===== src/sv/hcbp_ram.sv =====
// Generic single-write, single-read RAM with a registered read port.
// Stand-alone; no package dependency.
module hcbp_ram #(
    parameter int WIDTH = 8,
    parameter int DEPTH = 256
) (
    input  logic                     aclk,
    input  logic                     wr_en,
    input  logic [$clog2(DEPTH)-1:0] wr_addr,
    input  logic [WIDTH-1:0]         wr_data,
    input  logic                     rd_en,
    input  logic [$clog2(DEPTH)-1:0] rd_addr,
    output logic [WIDTH-1:0]         rd_data
);

    logic [WIDTH-1:0] mem [DEPTH];
    logic [WIDTH-1:0] rd_data_reg;

    always_ff @(posedge aclk) begin
        if (wr_en) begin
            mem[wr_addr] <= wr_data;
        end
        if (rd_en) begin
            rd_data_reg <= mem[rd_addr];
        end
    end

    assign rd_data = rd_data_reg;

endmodule


===== config.mk =====
export PLATFORM = sky130hd
export DESIGN_NAME = hcbp_ram
export DESIGN_NICKNAME = d
export VERILOG_FILES = /design/src/sv/hcbp_ram.sv
export SDC_FILE = /design/constraint.sdc
export NUM_CORES = 2
export LEC_CHECK = 0
export ABC_AREA = 1
export BUFFER_PORTS_ARGS = -buffer_cell sky130_fd_sc_hd__buf_4
export CORE_ASPECT_RATIO = 1.25
export CORE_MARGIN = 2
export CORE_UTILIZATION = 65
export DETAILED_ROUTE_END_ITERATION = 8
export GPL_TIMING_DRIVEN = 0
export PLACE_DENSITY = 0.83
export REMOVE_ABC_BUFFERS = 1
export SLEW_MARGIN = 40
export SYNTH_ARGS = -nofsm -noshare
export SYNTH_HDL_FRONTEND = slang
export SYNTH_SLANG_ARGS = --single-unit

===== constraint.sdc =====
create_clock -name aclk -period 3.45 [get_ports aclk]
set_input_delay 0.345 -clock aclk [delete_from_list [all_inputs] [get_ports aclk]]
set_output_delay 0.345 -clock aclk [all_outputs]
set_load 0.01 [all_outputs]

Word level (Yosys, flattened, before mapping)
Memories as Yosys holds them, arrays and structs flattened. A register that Yosys moved wholly into a read port is not among the register bits. Cells that the tools add are included.

Bits in registers: 0. Input port bits: 27. Memories kept: 1. Output and inout port bits: 8. Word-level logic and storage cells: 3. RAM bits: 2048.

Muxes and demuxes: 2.

Memories: mem (depth 256, bits a word 8, rd ports 1, clocked after Yosys merged registers in 1, write ports 1, line 16) `logic [WIDTH-1:0] mem [DEPTH];`.

Operators by type and width (number): $mux 1 (2).

Longest topological paths before layout
Depth in word-level cells: 2. Gate-level depth with buffers: 15. Depth with buffers taken out: 11.

Worst setup path before layout
Ideal clock, no wire load.

Path kind: input-to-reg. From: input wr_en. To: memory mem[162][0] (enable). Data required time: 3080 ps. Path slack: 1614 ps. Setup time: 370 ps. Cell stages on the path: 4. Buffers on the path: 2. Arrival: 1466 ps. Cell sequence: clkbuf_1 > nand3_1 > clkbuf_1 > nor2_1.

Longest elaborated chain between the ends: 2.

RTL lines: start, declared (line 8) `input logic wr_en,`; $mux 1 (line 20) `if (wr_en) begin`; $mux 1 (implied by the code) (line 21) `mem[wr_addr] <= wr_data;`; end, declared (line 16).

Every way passes these cells.

==> summary.txt <==
status: finished, violations left
failing checks: negative setup slack
Max Cap Viol: 0
Worst Hold End: mem[139][6]$_DFFE_PP_
Synth top area share: 74.0%
relative max-transition margin: 35.2%
area of the mapped netlist: 83,500 µm²
Rows: 147
max reg flops: 2,048
DP Worst Slack: -0.979 ns
die width: 325 µm
Max Clock Skew: 0.0203 ns
post-synthesis sequential area ratio: 74.0%
total core area: 128,000 µm²
max frequency: 287 MHz
Synth top cells by count: nand2_1 (2,123), edfxtp_1 (2,056), nand3_1 (2,019)
hold path depth: 1
post-synthesis area per instance: 11.9 µm²
Final min period: 3.48 ns
worst-path cell chain: buf_16 -> buf_16 -> clkinv_16 -> buf_16 -> clkbuf_16 -> nand2_1 -> nand3_1 -> nand3_1 -> nand3_1 -> nand3_1 -> nand3_1 -> nand3_1 -> nand2_1 -> nand2_1 -> nand2_1
overall via count from detail_route: 55,510
vias in the first global route: 53,826
pwr/cell area: 542 nW/µm²
worst slew pin tran: 0.969 ns
worst skew pair latency: 0.80 ns
most used cell, CP: nand3_1
Top delay family on crit path: simple AND/OR/NAND/NOR gates
DRT iter0 DRCs: 8,599
area grow syn2layout: 8.80%
leading area contributor after synthesis: edfxtp_1
pins over their slew limit: 0
EDFF count, synth: 2,056
Worst R2R Setup Slack: 0.99 ns
Buf+Inv Stages, Crit Path: 5
Yosys reg bits: 2,056
Final Cycle Share: 101%
Pre-Repair DR Iteration Count: 8
Register-to-Register Path Depth: 10
routability cong.: 0.870
Clock transition at path regs: 0.06 ns
Via density: 6.42
RSZ-0062 raised after global routing: no
crit path kind: in -> reg
largest net degree at the start of global routing: 147
top cells by area, synth: edfxtp_1 (74%), nand3_1 (12%), nand2_1 (9.5%), buf_2 (1.6%), nor2_1 (1.3%)
die footprint: 131,000 µm²
final net count: 6,829
Fin. Hold Viols: 0
CP max-delay cell: clkbuf_16
DRT Wirelength: 209,000 µm
H-tree depth: 4
Die H: 405 µm
clock root cell: clkbuf_16
layout cells sized above 1: 5.34%
Synth cell types: 13
endpoint class of the critical path: flip-flop
max incr delay on CP: 0.41 ns
first-pass GRT wire length: 311,000 µm
crit path DAT: 3.99 ns
post-CTS setup buffer count: 0
boundary pin count: 35
Final Power: 49.2 mW
Worst setup SP type: input port
Critical path origin: rd_addr[0]
detailed-route wire length per cell: 24.1 µm
remaining antenna violation count: 0
Fillers: 7,759
hpwl dp: 116,000 µm
top_reg_cell synth: edfxtp_1
CP max FO: 122
GRT Total Usage: 31.4%
clock tree buffer depth: 3
Remaining Overflow, GRT: 0
clk sink count: 2,056
Starting Density: 65.2%
Setup Viol. Count Final: 2
count leader, synth: nand2_1
CTS tree: yes
DRC Markers: 0
yosys warns: 0
input/output buffers: 34
worst vdd ir: 0.587 mV
CP required: 3.96 ns
Cell Area, Placed: 85,300 µm²
async set or reset register ratio after synthesis: 0%
Synth Instances: 7,003
final instance area: 90,800 µm²
CTS buffer count: 173
Worst Hold Launch: wr_data[6]
worst flop-to-flop path startpoint: mem[183][6]$_DFFE_PP_
PnR worst setup slack: -0.0319 ns
terminus of the critical flop-to-flop path: rd_data[6]$_DFFE_PP_
Worst Hold Class: in -> reg
Static Leak: 31.3 nW
initial antenna violation count: 8
-- layer usage --
layer	GRT usage, %	share of wire [%]	routed length [µm]
met1	38.6	33	69700
met2	50.8	48	101000
met3	6.72	12	24200
met4	20.3	6.6	13800
met5	0	0.020	41
-- kinds of logic (layout without fill, tap and decap cells) --
kind of cell,Yosys count,count (layout),share of synthesized area (%)
other,0,5,0
buffers and inverters,522,451,3.12
AND/OR/NAND/NOR,4425,4425,22.9
flip-flops,2056,2056,74.0
-- worst register-to-register path, cell delays in order (launching register included) --
cell and delay, ns:
edfxtp_1 0.38, nand2_1 0.08, nand3_1 0.10, nand3_1 0.11, nand3_1 0.24, nand3_1 0.18, nand3_1 0.09, nand3_1 0.29
nand2_1 0.40, nand2_1 0.16, nand2_1 0.15
-- worst max path at each step --
stage                                end  cells past startpoint
floorplan           rd_data[7]$_DFFE_PP_                     11
global placement    rd_data[1]$_DFFE_PP_                     12
detailed placement  rd_data[2]$_DFFE_PP_                     16
CTS                 rd_data[2]$_DFFE_PP_                     16
global route        rd_data[7]$_DFFE_PP_                     16
finish              rd_data[2]$_DFFE_PP_                     15
-- repair_timing --
item | 4_1_cts | 5_1_grt
hold buffers | 7 | 0
resized for setup | 0 | 3
gates cloned | 1 | 4
setup endpoints to repair | 8 | 8
endpoints found under the hold margin | 284 | 0
pin swaps | 0 | 0
-- stage by stage --
step | setup TNS [ns] | hold slack [ns] | std cells | util, %
6_report | -0.0386 | 0.0534 | 8650 | 71.0
5_1_grt | 0 | 0.0486 | 8647 | 70.9
4_1_cts | 0 | 0.00820 | 8641 | 70.8
3_5_place_dp | -7.26 | 0.622 | 8328 | 66.6
3_3_place_gp | -230.94 | 0.619 | 8267 | 65.2
2_1_floorplan | -20.89 | 0.444 | 6520 | -
-- placed cells by master (no fill, tap or decap), drive strengths merged --
cell type	Yosys	routed
nand2	2123	2123
clkinvlp	0	1
diode	0	5
clkbuf	112	224
buf	371	95
inv	39	40
bufbuf	0	1
dlygate4sd3	0	7
clkinv	0	76
nor2	283	283
nand3	2019	2019
bufinv	0	7
edfxtp	2056	2056
-- final cells by class --
cell class	count	area [µm²]	area share, %
flip-flops and latches	2056	61700	68.0
multi-input cells	4425	19300	21.2
clock buffers	220	4650	5.12
repair buffers	107	2220	2.45
well taps	1713	2140	2.36
clock inverters	85	584	0.643
inverters	39	205	0.226
diodes	5	12.5	0.0138
-- where the power goes --
group / total, mW / internal (mW) / switching, mW / leakage, nW
Clock: 18.5 / 10.0 / 8.47 / 2.57
Combinational: 3.17 / 0.808 / 2.36 / 10.2
Sequential: 27.5 / 27.5 / 0.0158 / 18.5
Total: 49.2 / 38.4 / 10.8 / 31.3
No activity file was read; power rests on OpenSTA's default activity.
